[config.mk]
export PLATFORM = sky130hd
export DESIGN_NAME = piecewise_linear_calibration_flat
export DESIGN_NICKNAME = d
export VERILOG_FILES = /design/src/rtl/core/plc_pkg.sv /design/src/rtl/core/plc_chan_if.sv /design/src/rtl/core/piecewise_linear_calibration.sv /design/src/rtl/core/plc_divider.sv /design/src/flat_wrapper.sv
export SDC_FILE = /design/constraint.sdc
export NUM_CORES = 1
export LEC_CHECK = 0
export BUFFER_PORTS_ARGS = -buffer_cell sky130_fd_sc_hd__buf_2
export CORE_MARGIN = 10
export CORE_UTILIZATION = 50
export CTS_CLUSTER_DIAMETER = 30
export CTS_CLUSTER_SIZE = 24
export DETAILED_ROUTE_END_ITERATION = 8
export GPL_ROUTABILITY_DRIVEN = 1
export PLACE_DENSITY = 0.7
export SLEW_MARGIN = 25
export SYNTH_ARGS = -nofsm -noshare
export SYNTH_HDL_FRONTEND = slang
export SYNTH_SLANG_ARGS = --single-unit
[constraint.sdc]
create_clock -name clock -period 1.1 [get_ports clock]
set_input_delay 0.22 -clock clock [delete_from_list [all_inputs] [get_ports clock]]
set_output_delay 0.22 -clock clock [all_outputs]
set_load 0.02 [all_outputs]
[src/rtl/core/plc_pkg.sv]
// Shared widths, constants and item types of the piecewise linear calibration block.
package plc_pkg;

   // table size
   localparam int POINT_COUNT_DEFAULT = 16;

   // field widths
   localparam int UM_W    = 17;
   localparam int IDX_W   = 4;
   localparam int STEPS_W = 14;
   localparam int COUNT_W = 32;

   // depth limit for stored points and register reset value
   localparam logic [UM_W-1:0]    UM_LIMIT    = 17'd100000;
   localparam logic [STEPS_W-1:0] STEPS_RESET = 14'd32;

   // segment number: floor(depth / 500) = floor((depth >> 2) * SEG_RECIP >> SEG_SHIFT)
   localparam int              SEG_W      = 9;
   localparam int              RECIP_W    = 16;
   localparam int              QUARTER_W  = UM_W - 2;
   localparam int              SEG_PROD_W = QUARTER_W + RECIP_W;
   localparam int              SEG_SHIFT  = 22;
   localparam logic [RECIP_W-1:0] SEG_RECIP = 16'd33555;

   // datapath widths
   localparam int DIFF_W = UM_W + 1;
   localparam int PROD_W = 2 * DIFF_W;
   localparam int SUM_W  = PROD_W + 1;
   localparam int MAG_W  = SUM_W - 1;
   localparam int NUM_W  = MAG_W + STEPS_W;
   localparam int DEN_W  = 24;

   localparam logic [DEN_W-1:0] PERCENT = 24'd100;

   // saturation bounds
   localparam logic [COUNT_W-1:0] COUNT_MAX = 32'h7FFF_FFFF;
   localparam logic [COUNT_W-1:0] COUNT_MIN = 32'h8000_0000;

   typedef enum logic {
      OP_CONVERT = 1'b0,
      OP_WRITE   = 1'b1
   } op_type;

   typedef logic [STEPS_W-1:0] steps_type;

   typedef struct packed {
      op_type           operation;
      logic [IDX_W-1:0] point_index;
      logic [UM_W-1:0]  standard_um;
      logic [UM_W-1:0]  measured_um;
      logic [UM_W-1:0]  depth_um;
   } req_type;

   typedef struct packed {
      logic signed [COUNT_W-1:0] step_count;
      logic                      used_fallback;
      logic                      saturated;
   } rsp_type;

   // one calibration point
   typedef struct packed {
      logic [UM_W-1:0] standard_um;
      logic [UM_W-1:0] measured_um;
   } entry_type;

   // item flags that ride along with the divider
   typedef struct packed {
      logic neg;
      logic active;
      logic fallback;
   } side_type;

endpackage

[src/rtl/core/plc_chan_if.sv]
// Valid/ready channel carrying one payload item per handshake.
interface plc_chan_if #(
   parameter type payload_type = logic
) ();

   logic        valid;
   logic        ready;
   payload_type payload;

   modport source (output valid, output payload, input ready);
   modport sink (input valid, input payload, output ready);

endinterface

[src/rtl/core/piecewise_linear_calibration.sv]
// Top level: depth calibration table and pipelined depth-to-steps conversion.
//
// req_if carries one item per valid/ready handshake: a point write (operation 1)
// stores standard and measured depth at point_index, a conversion (operation 0)
// turns depth_um into a motor step count. Every item yields exactly one rsp_if
// item, in order; writes answer with zeros. csr_if writes steps_per_depth and is
// always ready; write it only while no item is in flight.
// Throughput: one item per cycle while rsp_if does not stall. An item passes six
// stages (input register, segment lookup, differences, products, sum, magnitude),
// then the divider's load register and its 50-stage quotient pipeline (one bit per stage).
// Table reads happen in order with writes, so a conversion right behind a write
// sees the new point.
// Reset empties the pipeline, marks every table point as zero and loads
// steps_per_depth with 32.
// When the receiver stalls, the output register holds its item and one more
// item drops into a skid register; then the whole pipeline freezes and req_if
// ready falls until the skid register drains. Nothing is lost or repeated.
module piecewise_linear_calibration #(
   parameter int POINT_COUNT = plc_pkg::POINT_COUNT_DEFAULT
) (
   input logic           clock,
   input logic           reset,
   plc_chan_if.sink      req_if,
   plc_chan_if.source    rsp_if,
   plc_chan_if.sink      csr_if
);

   localparam int UM_W    = plc_pkg::UM_W;
   localparam int DIFF_W  = plc_pkg::DIFF_W;
   localparam int PROD_W  = plc_pkg::PROD_W;
   localparam int SUM_W   = plc_pkg::SUM_W;
   localparam int MAG_W   = plc_pkg::MAG_W;
   localparam int NUM_W   = plc_pkg::NUM_W;
   localparam int DEN_W   = plc_pkg::DEN_W;
   localparam int SEG_W   = plc_pkg::SEG_W;
   localparam int STEPS_W = plc_pkg::STEPS_W;
   localparam int COUNT_W = plc_pkg::COUNT_W;
   localparam int AW      = $clog2(POINT_COUNT);
   localparam int STAGES  = 6;

   localparam logic [SEG_W-1:0] SEG_ONE = SEG_W'(1);
   localparam logic [SEG_W-1:0] SEG_MAX = SEG_W'(POINT_COUNT - 1);

   // table lookup result
   typedef struct packed {
      logic                active;
      logic [UM_W-1:0]     depth;
   } s1_type;

   // differences
   typedef struct packed {
      logic                active;
      logic                flat;
      logic                dx_neg;
      logic signed [DIFF_W-1:0] dx;
      logic [UM_W-1:0]     dx_mag;
      logic signed [DIFF_W-1:0] dy;
      logic signed [DIFF_W-1:0] dd;
      logic [UM_W-1:0]     y1;
      logic [UM_W-1:0]     depth;
   } s2_type;

   // products
   typedef struct packed {
      logic                active;
      logic                flat;
      logic                dx_neg;
      logic signed [PROD_W-1:0] p1;
      logic signed [PROD_W-1:0] p2;
      logic [DEN_W-1:0]    den;
   } s3_type;

   // sum
   typedef struct packed {
      logic                active;
      logic                flat;
      logic                dx_neg;
      logic signed [SUM_W-1:0] sum;
      logic [DEN_W-1:0]    den;
   } s4_type;

   // magnitude and result sign
   typedef struct packed {
      plc_pkg::side_type   side;
      logic [MAG_W-1:0]    abs_sum;
      logic [DEN_W-1:0]    den;
   } s5_type;

   logic                   advance;
   logic [STAGES-1:0]      valid_ff;
   plc_pkg::steps_type     steps_ff;
   plc_pkg::req_type       s0_ff;
   s1_type                 s1_ff, s1_in;
   s2_type                 s2_ff, s2_in;
   s3_type                 s3_ff, s3_in;
   s4_type                 s4_ff, s4_in;
   s5_type                 s5_ff, s5_in;

   plc_pkg::entry_type     cal_mem [POINT_COUNT];
   logic [POINT_COUNT-1:0] point_ok_ff;
   plc_pkg::entry_type     lo_ff, hi_ff;
   logic                   lo_ok_ff, hi_ok_ff;

   logic [plc_pkg::SEG_PROD_W-1:0] seg_prod;
   logic [SEG_W-1:0]       seg_quot;
   logic [SEG_W-1:0]       seg_num;
   logic [AW-1:0]          lo_addr, hi_addr, wr_addr;
   logic                   wr_en;
   plc_pkg::entry_type     wr_entry;

   logic [UM_W-1:0]        x0, x1, y0, y1;

   logic [NUM_W-1:0]       div_num;
   logic                   div_valid;
   logic [NUM_W-1:0]       div_quot;
   plc_pkg::side_type      div_side;
   logic                   pos_over, neg_over;
   plc_pkg::rsp_type       done_item;

   plc_pkg::rsp_type       out_ff, out_in, skid_ff, skid_in;
   logic                   out_valid_ff, out_valid_in, skid_valid_ff, skid_valid_in;
   logic                   out_take;

   // freeze the pipeline while the skid register holds an item
   assign advance      = !skid_valid_ff;
   assign req_if.ready = advance;
   assign csr_if.ready = 1'b1;

   // configuration register
   always_ff @(posedge clock) begin
      if (reset) begin
         steps_ff <= plc_pkg::STEPS_RESET;
      end else if (csr_if.valid) begin
         steps_ff <= csr_if.payload;
      end
   end

   // stage valid bits shift together
   always_ff @(posedge clock) begin
      if (reset) begin
         valid_ff <= '0;
      end else if (advance) begin
         valid_ff <= {valid_ff[STAGES-2:0], req_if.valid};
      end
   end

   // segment number and write decode from the registered item
   always_comb begin
      seg_prod = {{plc_pkg::RECIP_W{1'b0}}, s0_ff.depth_um[UM_W-1:2]}
               * {{plc_pkg::QUARTER_W{1'b0}}, plc_pkg::SEG_RECIP};
      seg_quot = seg_prod[plc_pkg::SEG_SHIFT +: SEG_W];
      seg_num  = (seg_quot <= SEG_ONE) ? SEG_ONE : seg_quot - SEG_ONE;
      if (seg_num > SEG_MAX) begin
         seg_num = SEG_MAX;
      end
      hi_addr = AW'(seg_num);
      lo_addr = AW'(seg_num - SEG_ONE);

      wr_addr  = AW'(s0_ff.point_index);
      wr_en    = advance && valid_ff[0] && (s0_ff.operation == plc_pkg::OP_WRITE)
                 && (int'(s0_ff.point_index) < POINT_COUNT);
      wr_entry.standard_um = (s0_ff.standard_um > plc_pkg::UM_LIMIT) ? '0 : s0_ff.standard_um;
      wr_entry.measured_um = (s0_ff.measured_um > plc_pkg::UM_LIMIT) ? '0 : s0_ff.measured_um;

      s1_in.active = (s0_ff.operation == plc_pkg::OP_CONVERT) && (s0_ff.depth_um != '0);
      s1_in.depth  = s0_ff.depth_um;
   end

   // calibration table: one write port, two registered read ports
   always_ff @(posedge clock) begin
      if (wr_en) begin
         cal_mem[wr_addr] <= wr_entry;
      end
      if (advance) begin
         lo_ff <= cal_mem[lo_addr];
         hi_ff <= cal_mem[hi_addr];
      end
   end

   // per-point written marks; an unmarked point reads as zero
   always_ff @(posedge clock) begin
      if (reset) begin
         point_ok_ff <= '0;
         lo_ok_ff    <= 1'b0;
         hi_ok_ff    <= 1'b0;
      end else if (advance) begin
         if (wr_en) begin
            point_ok_ff[wr_addr] <= 1'b1;
         end
         lo_ok_ff <= point_ok_ff[lo_addr];
         hi_ok_ff <= point_ok_ff[hi_addr];
      end
   end

   // differences along the segment
   always_comb begin
      x0 = lo_ok_ff ? lo_ff.measured_um : '0;
      y0 = lo_ok_ff ? lo_ff.standard_um : '0;
      x1 = hi_ok_ff ? hi_ff.measured_um : '0;
      y1 = hi_ok_ff ? hi_ff.standard_um : '0;

      s2_in.active = s1_ff.active;
      s2_in.dx     = $signed({1'b0, x1}) - $signed({1'b0, x0});
      s2_in.dy     = $signed({1'b0, y1}) - $signed({1'b0, y0});
      s2_in.dd     = $signed({1'b0, s1_ff.depth}) - $signed({1'b0, x1});
      s2_in.flat   = (x1 == x0);
      s2_in.dx_neg = s2_in.dx[DIFF_W-1];
      s2_in.dx_mag = s2_in.dx_neg ? UM_W'(-s2_in.dx) : UM_W'(s2_in.dx);
      s2_in.y1     = y1;
      s2_in.depth  = s1_ff.depth;
   end

   // products; a flat segment scales the depth by steps / 100 instead
   always_comb begin
      s3_in.active = s2_ff.active;
      s3_in.flat   = s2_ff.flat;
      s3_in.dx_neg = s2_ff.dx_neg;
      if (s2_ff.flat) begin
         s3_in.p1  = $signed({{(PROD_W-UM_W){1'b0}}, s2_ff.depth});
         s3_in.p2  = '0;
         s3_in.den = plc_pkg::PERCENT;
      end else begin
         s3_in.p1  = $signed({1'b0, s2_ff.y1}) * s2_ff.dx;
         s3_in.p2  = s2_ff.dy * s2_ff.dd;
         s3_in.den = {{(DEN_W-UM_W){1'b0}}, s2_ff.dx_mag} * plc_pkg::PERCENT;
      end
   end

   // sum of the two products
   always_comb begin
      s4_in.active = s3_ff.active;
      s4_in.flat   = s3_ff.flat;
      s4_in.dx_neg = s3_ff.dx_neg;
      s4_in.sum    = SUM_W'(s3_ff.p1) + SUM_W'(s3_ff.p2);
      s4_in.den    = s3_ff.den;
   end

   // magnitude and quotient sign
   always_comb begin
      s5_in.side.neg      = s4_ff.sum[SUM_W-1] ^ s4_ff.dx_neg;
      s5_in.side.active   = s4_ff.active;
      s5_in.side.fallback = s4_ff.active && s4_ff.flat;
      s5_in.abs_sum       = s4_ff.sum[SUM_W-1] ? MAG_W'(-s4_ff.sum) : MAG_W'(s4_ff.sum);
      s5_in.den           = s4_ff.den;
   end

   // stage payload registers
   always_ff @(posedge clock) begin
      if (advance) begin
         s0_ff <= req_if.payload;
         s1_ff <= s1_in;
         s2_ff <= s2_in;
         s3_ff <= s3_in;
         s4_ff <= s4_in;
         s5_ff <= s5_in;
      end
   end

   // scale by steps_per_depth into the divider
   assign div_num = {{MAG_W{1'b0}}, steps_ff} * {{STEPS_W{1'b0}}, s5_ff.abs_sum};

   plc_divider u_divider (
      .clock     (clock),
      .reset     (reset),
      .advance   (advance),
      .in_valid  (valid_ff[STAGES-1]),
      .in_num    (div_num),
      .in_den    (s5_ff.den),
      .in_side   (s5_ff.side),
      .out_valid (div_valid),
      .out_quot  (div_quot),
      .out_side  (div_side)
   );

   // apply sign and clamp to the 32-bit range
   always_comb begin
      pos_over  = |div_quot[NUM_W-1:COUNT_W-1];
      neg_over  = (|div_quot[NUM_W-1:COUNT_W])
                  || (div_quot[COUNT_W-1] && (|div_quot[COUNT_W-2:0]));
      done_item = '0;
      if (div_side.active) begin
         done_item.used_fallback = div_side.fallback;
         if (div_side.neg) begin
            if (neg_over) begin
               done_item.step_count = $signed(plc_pkg::COUNT_MIN);
               done_item.saturated  = 1'b1;
            end else begin
               done_item.step_count = $signed(-div_quot[COUNT_W-1:0]);
            end
         end else begin
            if (pos_over) begin
               done_item.step_count = $signed(plc_pkg::COUNT_MAX);
               done_item.saturated  = 1'b1;
            end else begin
               done_item.step_count = $signed(div_quot[COUNT_W-1:0]);
            end
         end
      end
   end

   // output register with skid register behind it
   always_comb begin
      out_take      = !out_valid_ff || rsp_if.ready;
      out_valid_in  = out_valid_ff;
      out_in        = out_ff;
      skid_valid_in = skid_valid_ff;
      skid_in       = skid_ff;
      if (out_take) begin
         if (skid_valid_ff) begin
            out_valid_in  = 1'b1;
            out_in        = skid_ff;
            skid_valid_in = 1'b0;
         end else begin
            out_valid_in  = div_valid;
            out_in        = done_item;
         end
      end else if (advance && div_valid) begin
         skid_valid_in = 1'b1;
         skid_in       = done_item;
      end
   end

   always_ff @(posedge clock) begin
      if (reset) begin
         out_valid_ff  <= 1'b0;
         skid_valid_ff <= 1'b0;
      end else begin
         out_valid_ff  <= out_valid_in;
         skid_valid_ff <= skid_valid_in;
      end
   end

   always_ff @(posedge clock) begin
      out_ff  <= out_in;
      skid_ff <= skid_in;
   end

   assign rsp_if.valid   = out_valid_ff;
   assign rsp_if.payload = out_ff;

endmodule

[src/rtl/core/plc_divider.sv]
// Pipelined unsigned restoring divider, one quotient bit per stage.
module plc_divider (
   input  logic                          clock,
   input  logic                          reset,
   input  logic                          advance,
   input  logic                          in_valid,
   input  logic [plc_pkg::NUM_W-1:0]     in_num,
   input  logic [plc_pkg::DEN_W-1:0]     in_den,
   input  plc_pkg::side_type             in_side,
   output logic                          out_valid,
   output logic [plc_pkg::NUM_W-1:0]     out_quot,
   output plc_pkg::side_type             out_side
);

   localparam int NUM_W = plc_pkg::NUM_W;
   localparam int DEN_W = plc_pkg::DEN_W;

   // partial remainder, numerator bits still to go with quotient bits shifted in
   typedef struct packed {
      logic [DEN_W-1:0]  rem;
      logic [NUM_W-1:0]  nq;
      logic [DEN_W-1:0]  den;
      plc_pkg::side_type side;
   } div_stage_type;

   logic [NUM_W:0] valid_ff;
   logic [NUM_W:0] valid_in;
   div_stage_type  stage_ff [NUM_W+1];
   div_stage_type  stage_in [NUM_W+1];

   // one restoring step: bring down the next numerator bit, subtract if it fits
   function automatic div_stage_type div_step(input div_stage_type cur);
      div_stage_type    nxt;
      logic [DEN_W:0]   shifted;
      logic [DEN_W:0]   diff;
      logic             fits;
      nxt     = cur;
      shifted = {cur.rem, cur.nq[NUM_W-1]};
      diff    = shifted - {1'b0, cur.den};
      fits    = shifted >= {1'b0, cur.den};
      nxt.rem = fits ? diff[DEN_W-1:0] : shifted[DEN_W-1:0];
      nxt.nq  = {cur.nq[NUM_W-2:0], fits};
      return nxt;
   endfunction

   // load stage zero, step every later stage
   always_comb begin
      stage_in[0] = '{rem: '0, nq: in_num, den: in_den, side: in_side};
      for (int j = 0; j < NUM_W; j++) begin
         stage_in[j+1] = div_step(stage_ff[j]);
      end
      valid_in = {valid_ff[NUM_W-1:0], in_valid};
   end

   // advance all stages together, hold on stall
   always_ff @(posedge clock) begin
      if (reset) begin
         valid_ff <= '0;
      end else if (advance) begin
         valid_ff <= valid_in;
      end
   end

   always_ff @(posedge clock) begin
      if (advance) begin
         stage_ff <= stage_in;
      end
   end

   assign out_valid = valid_ff[NUM_W];
   assign out_quot  = stage_ff[NUM_W].nq;
   assign out_side  = stage_ff[NUM_W].side;

endmodule

[src/flat_wrapper.sv]
// flat-port wrapper written by rule: the top's interface ports become plain ports
module piecewise_linear_calibration_flat 
#(
   parameter int POINT_COUNT = plc_pkg::POINT_COUNT_DEFAULT
)
  (clock, reset, req_if_valid, req_if_payload, req_if_ready, rsp_if_valid, rsp_if_payload, rsp_if_ready, csr_if_valid, csr_if_payload, csr_if_ready);
  plc_chan_if req_if_i ();
  plc_chan_if rsp_if_i ();
  plc_chan_if csr_if_i ();
  input logic clock;
  input logic reset;
  input wire logic [$bits(req_if_i.valid)-1:0] req_if_valid;
  input wire logic [$bits(req_if_i.payload)-1:0] req_if_payload;
  output wire logic [$bits(req_if_i.ready)-1:0] req_if_ready;
  output wire logic [$bits(rsp_if_i.valid)-1:0] rsp_if_valid;
  output wire logic [$bits(rsp_if_i.payload)-1:0] rsp_if_payload;
  input wire logic [$bits(rsp_if_i.ready)-1:0] rsp_if_ready;
  input wire logic [$bits(csr_if_i.valid)-1:0] csr_if_valid;
  input wire logic [$bits(csr_if_i.payload)-1:0] csr_if_payload;
  output wire logic [$bits(csr_if_i.ready)-1:0] csr_if_ready;
  assign req_if_i.valid = req_if_valid;
  assign req_if_i.payload = req_if_payload;
  assign req_if_ready = req_if_i.ready;
  assign rsp_if_valid = rsp_if_i.valid;
  assign rsp_if_payload = rsp_if_i.payload;
  assign rsp_if_i.ready = rsp_if_ready;
  assign csr_if_i.valid = csr_if_valid;
  assign csr_if_i.payload = csr_if_payload;
  assign csr_if_ready = csr_if_i.ready;
  piecewise_linear_calibration #(.POINT_COUNT(POINT_COUNT)) u_core (.clock(clock), .reset(reset), .req_if(req_if_i), .rsp_if(rsp_if_i), .csr_if(csr_if_i));
endmodule
Word level (Yosys, flattened, before mapping)
Cells that the tools add are included.

operators by class
  add/sub/neg operators = 49
  shift operators = 0
  bitwise gates (word level) = 1
  mux-type cells = 53
  reduce and logical (&&, ||, !) cells = 7
  equality and inequality tests = 0
  multipliers = 1
  divide/modulo/power cells = 0
  magnitude comparators = 50

operators by type and width
  kind                   number
  $ge 25x7->1 const B    49
  $mux 24                48
  $sub 24x7->24 const B  48
  $reduce_or 19->1       1
  $sub 1x7->8 const B    1
  $ge 1x7->1 const B     1
  $mul 6x1->7            1
  $mux 1                 5
  $logic_not 1->1        2
  $reduce_and 2->1       1
  $reduce_or 2->1        1
  $logic_and 1x1->1      1
  $logic_or 1x1->1       1
  $not 1->1              1

storage, ports and cells
  bits in latches = 0
  RAM bits = 0
  register bits = 3830
  ROM bits = 0
  memories = 0

Logic depth before layout (Yosys ltp)
  depth in word-level cells = 4
  gate-level depth with buffers = 5
  mapped depth without buffers = 2

Modules after synthesis
A second synthesis with hierarchy kept.

second synthesis, totals
  cell total of the unflattened synthesis = 16223
  area, all modules = 227097.8 sq um

modules (own cells, without submodules)
  module                        instances  cells an instance  area an instance (sq um)
  plc_divider                   1          16156              226332.1
  piecewise_linear_calibration  1          67                 765.7

Least setup slack after synthesis
No wires, ideal clock.

  path type = reg-to-output
  from = register u_core.skid_valid_ff
  to = output req_if_ready
  arrival = 841 ps
  required time = 880 ps
  stages on the path, launching flop included = 5
  setup slack = 39 ps
  cell sequence = dfxtp_1 > buf_4 > buf_8 > buf_8 > inv_1

between the ends
  longest elaborated chain between the ends = 1

RTL lines
  what                    RTL line                             source
  from (decl)             piecewise_linear_calibration.sv:121  logic out_valid_ff, out_valid_in, skid_valid_ff, skid_valid_in;
  from (signal assigned)  piecewise_linear_calibration.sv:329  skid_valid_ff <= skid_valid_in;
  $logic_not 1->1         piecewise_linear_calibration.sv:125  assign advance = !skid_valid_ff;
  to (decl)               flat_wrapper.sv:14                   output wire logic [$bits(req_if_i.ready)-1:0] req_if_ready;

No other way between the ends.

Worst setup path after layout
Ends and elaborated chain as after synthesis.

==> results.tsv <==
stage	metric	value	unit
cells_and_area	area_delta_synth_final	12.6	%
synth	ys_types	13	
setup_path	crit_arrival	0.85	ns
timing	hold_viol	0	
global_route	antenna_found_initial	0	
setup_path	crit_required	0.88	ns
setup_path	path_cells	inv_2 -> buf_6	
global_route	overflow	0	
cells_and_area	nets	210	
die	num_rows	23	
timing	grt_setup_unrepaired	true	
synth	synthesis.nets	203	
routing	first_iter_violations	59	
setup_path	rrSetupSlack	0.03	ns
clocking	clockBufferDepth	2	
power	irDropWorstVdd	0.999	mV
setup_path	crit_type	reg2out	
synth	synth-seq-cells	59	
setup_path	slowest_stage	dfxtp_4	
synth	synth.largest_area_cell	dfxtp_1	
timing	final.setup.tns	0	ns
cells_and_area	final_cell_mix	dfxtp_1, mux2i_1, nor2_1, clkbuf_8, buf_4	
place	place_hpwl	1.88	mm
power	totalPowerFinal	3.88	mW
clocking	cts_max_level	3	
synth	netlist_instances	196	
routing	vias	1253	
clocking	cts_made_buffers	9	
setup_path	critical_path.startpoint	u_core.skid_valid_ff$_SDFFE_PP0P_	
clocking	clk_latency	0.33	ns
routing	routed_wl	2.99	mm
place	place.gp.congestion	0.699	
power	power_frac_seq	0.552	
setup_path	path_buf_inv	2	
place	numPortBuffers	5	
die	io_pins	11	
power	pwr-share-comb	0.016	
synth	synth_top_area_frac	0.558	
setup_path	rr_startpoint	u_core.skid_valid_ff$_SDFFE_PP0P_	
routing	wl_per_cell	11.6	µm
hold_path	hp-class	in2reg	
setup_path	r2r_cells	4	
global_route	grt_max_degree	33	
setup_path	end_kind	output pin	
timing	clock_skew	0.00762	ns
power	clkPwrFrac	0.432	
synth	avgSynthCellArea	10.8	µm²
setup_path	r2r_end	u_core.u_divider.valid_ff[40]$_SDFFE_PP0N_	
setup_path	cp-start-kind	flip-flop	
routing	post_drt_via_cell_ratio	4.86	
synth	ys_seq_area_frac	0.558	
clocking	cts_tree	yes	
global_route	grt.total_usage	0.0900	
synth	synth.area.top_cells	dfxtp_1, mux2i_1, nor2_1	
setup_path	crit_fanout	3	
routing	drc	0	
timing	fmax	934	MHz
cells_and_area	fin_util	0.588	
clocking	numClockSinks	59	
timing	timing.final.crit_share	0.973	
synth	yosys_warnings	0	
power	p_per_area	1630	nW/µm²
setup_path	cp_num_cells	2	
global_route	grt_first_pass_wirelength	5.15	mm
timing	hold_ws	0.140	ns
clocking	root_buffer	clkbuf_8	
power	leakagePower	0.813	nW
setup_path	critPathMaxStageDelay	0.37	ns
die	die_area	7240	µm²
die	core	4060	µm²
power	swShare	0.203	
die	die_w	85.1	µm
die	initial_core_util	0.522	
cells_and_area	mostFrequentLayoutCell	dfxtp_1	
setup_path	cp-endpoint	req_if_ready	
power	p_switching	0.787	mW
routing	drt.antenna.violating_nets	0	
flow_run	maxCapViolations	0	
timing	min_period	1.07	ns
power	p_int	3.09	mW
outcome	status	complete, no violations	
cells_and_area	antenna_cells	0	
clocking	clk_pin_slew	0.06	ns
die	fp.dieH	85.1	µm
timing	drv_slew	0	
timing	setup_violations	0	
global_route	grt_pass1_vias	1208	
routing	detail_route.first_pass.iterations	4	
cells_and_area	final_layout_size_suffix_gt1_frac	0.139	
setup_path	crit_family	flip-flops	
synth	syn-cell-area	2120	µm²
==> synth_stat cells <==
cell type,n
nand2b_1,1
conb_1,2
mux2i_1,57
a21oi_1,1
nor2_2,1
dfxtp_1,59
clkbuf_1,4
buf_4,7
inv_1,1
nor2_1,57
buf_8,2
nor3_2,1
buf_2,3
==> worst min path at each step <==
stage	depth (start not counted)	to	start	slack, ns
floorplan	2	u_core.valid_ff[0]$_SDFFE_PP0N_	req_if_valid	0.36
global placement	3	u_core.valid_ff[0]$_SDFFE_PP0N_	req_if_valid	0.46
detailed placement	3	u_core.valid_ff[0]$_SDFFE_PP0N_	req_if_valid	0.48
CTS	3	u_core.valid_ff[0]$_SDFFE_PP0N_	req_if_valid	0.12
global route	3	u_core.valid_ff[0]$_SDFFE_PP0N_	req_if_valid	0.14
finish	3	u_core.valid_ff[0]$_SDFFE_PP0N_	req_if_valid	0.14
==> registers in the layout (all words and copies together) (netlist names) <==
register,flops
u_core.u_divider.valid_ff,51
u_core.skid_valid_ff,1
u_core.valid_ff,6
u_core.rsp_if.valid,1
==> worst reg2reg max path, delay by kind of cell, from the launching register on <==
kind	cells	cell delay, ns
muxes	1	0.23
DFF	1	0.37
buffers and inverters	2	0.31
and+or+nand+nor	1	0.06
==> per-stage QoR <==
stage          area, µm²  std cells  setup WS, ns
2_1_floorplan       2120        196        0.0394
3_3_place_gp        2160        239        0.0960
3_5_place_dp        2160        239        0.0409
4_1_cts             2380        258       0.00485
5_1_grt             2380        258       -0.0249
6_report            2380        258        0.0297
==> metal layers <==
| metal | share of wire | GRT usage |
|---|---|---|
| met5 | 0 | 0 |
| met4 | 0.023 | 0.0584 |
| met3 | 0.055 | 0.0574 |
| met2 | 0.45 | 0.134 |
| met1 | 0.47 | 0.0918 |
==> power groups by stage <==
stage / clock (mW) / sequential [mW] / combinational, mW
detailed placement: 0 / 2.19 / 0.0610
CTS: 1.74 / 2.14 / 0.0612
global route: 1.87 / 2.14 / 0.0674
floorplan: 0 / 2.19 / 0.0486
global placement: 0 / 2.19 / 0.0592
finish: 1.68 / 2.14 / 0.0607
==> area by class of cell <==
cell class	instances	area, µm²
Tap cell	50	62.6
Sequential cell	59	1180
Timing Repair Buffer	12	141
Clock buffer	14	163
Multi-Input combinational cell	120	820
Inverter	1	3.75
Fill cell	330	1670
Clock inverter	2	10.0
==> cell families (layout without fill, tap and decap cells) <==
| family | after synthesis | count (layout) | synth area share |
|---|---|---|---|
| other | 2 | 2 | 0.00355 |
| AND/OR/NAND/NOR | 60 | 60 | 0.112 |
| buffers and inverters | 17 | 29 | 0.0550 |
| flip-flops | 59 | 59 | 0.558 |
| AO/OA/AOI/OAI | 1 | 1 | 0.00236 |
| multiplexers | 57 | 57 | 0.270 |
==> timing repair <==
action / in CTS / in global routing
endpoints found under the setup margin: 1 / 51
hold endpoints to repair: 0 / 0
cloned: 0 / 1
hold buffers: 0 / 0
buffers inserted: 3 / 0
gates resized for setup: 4 / 1
Power figures use the tool's default switching activity.
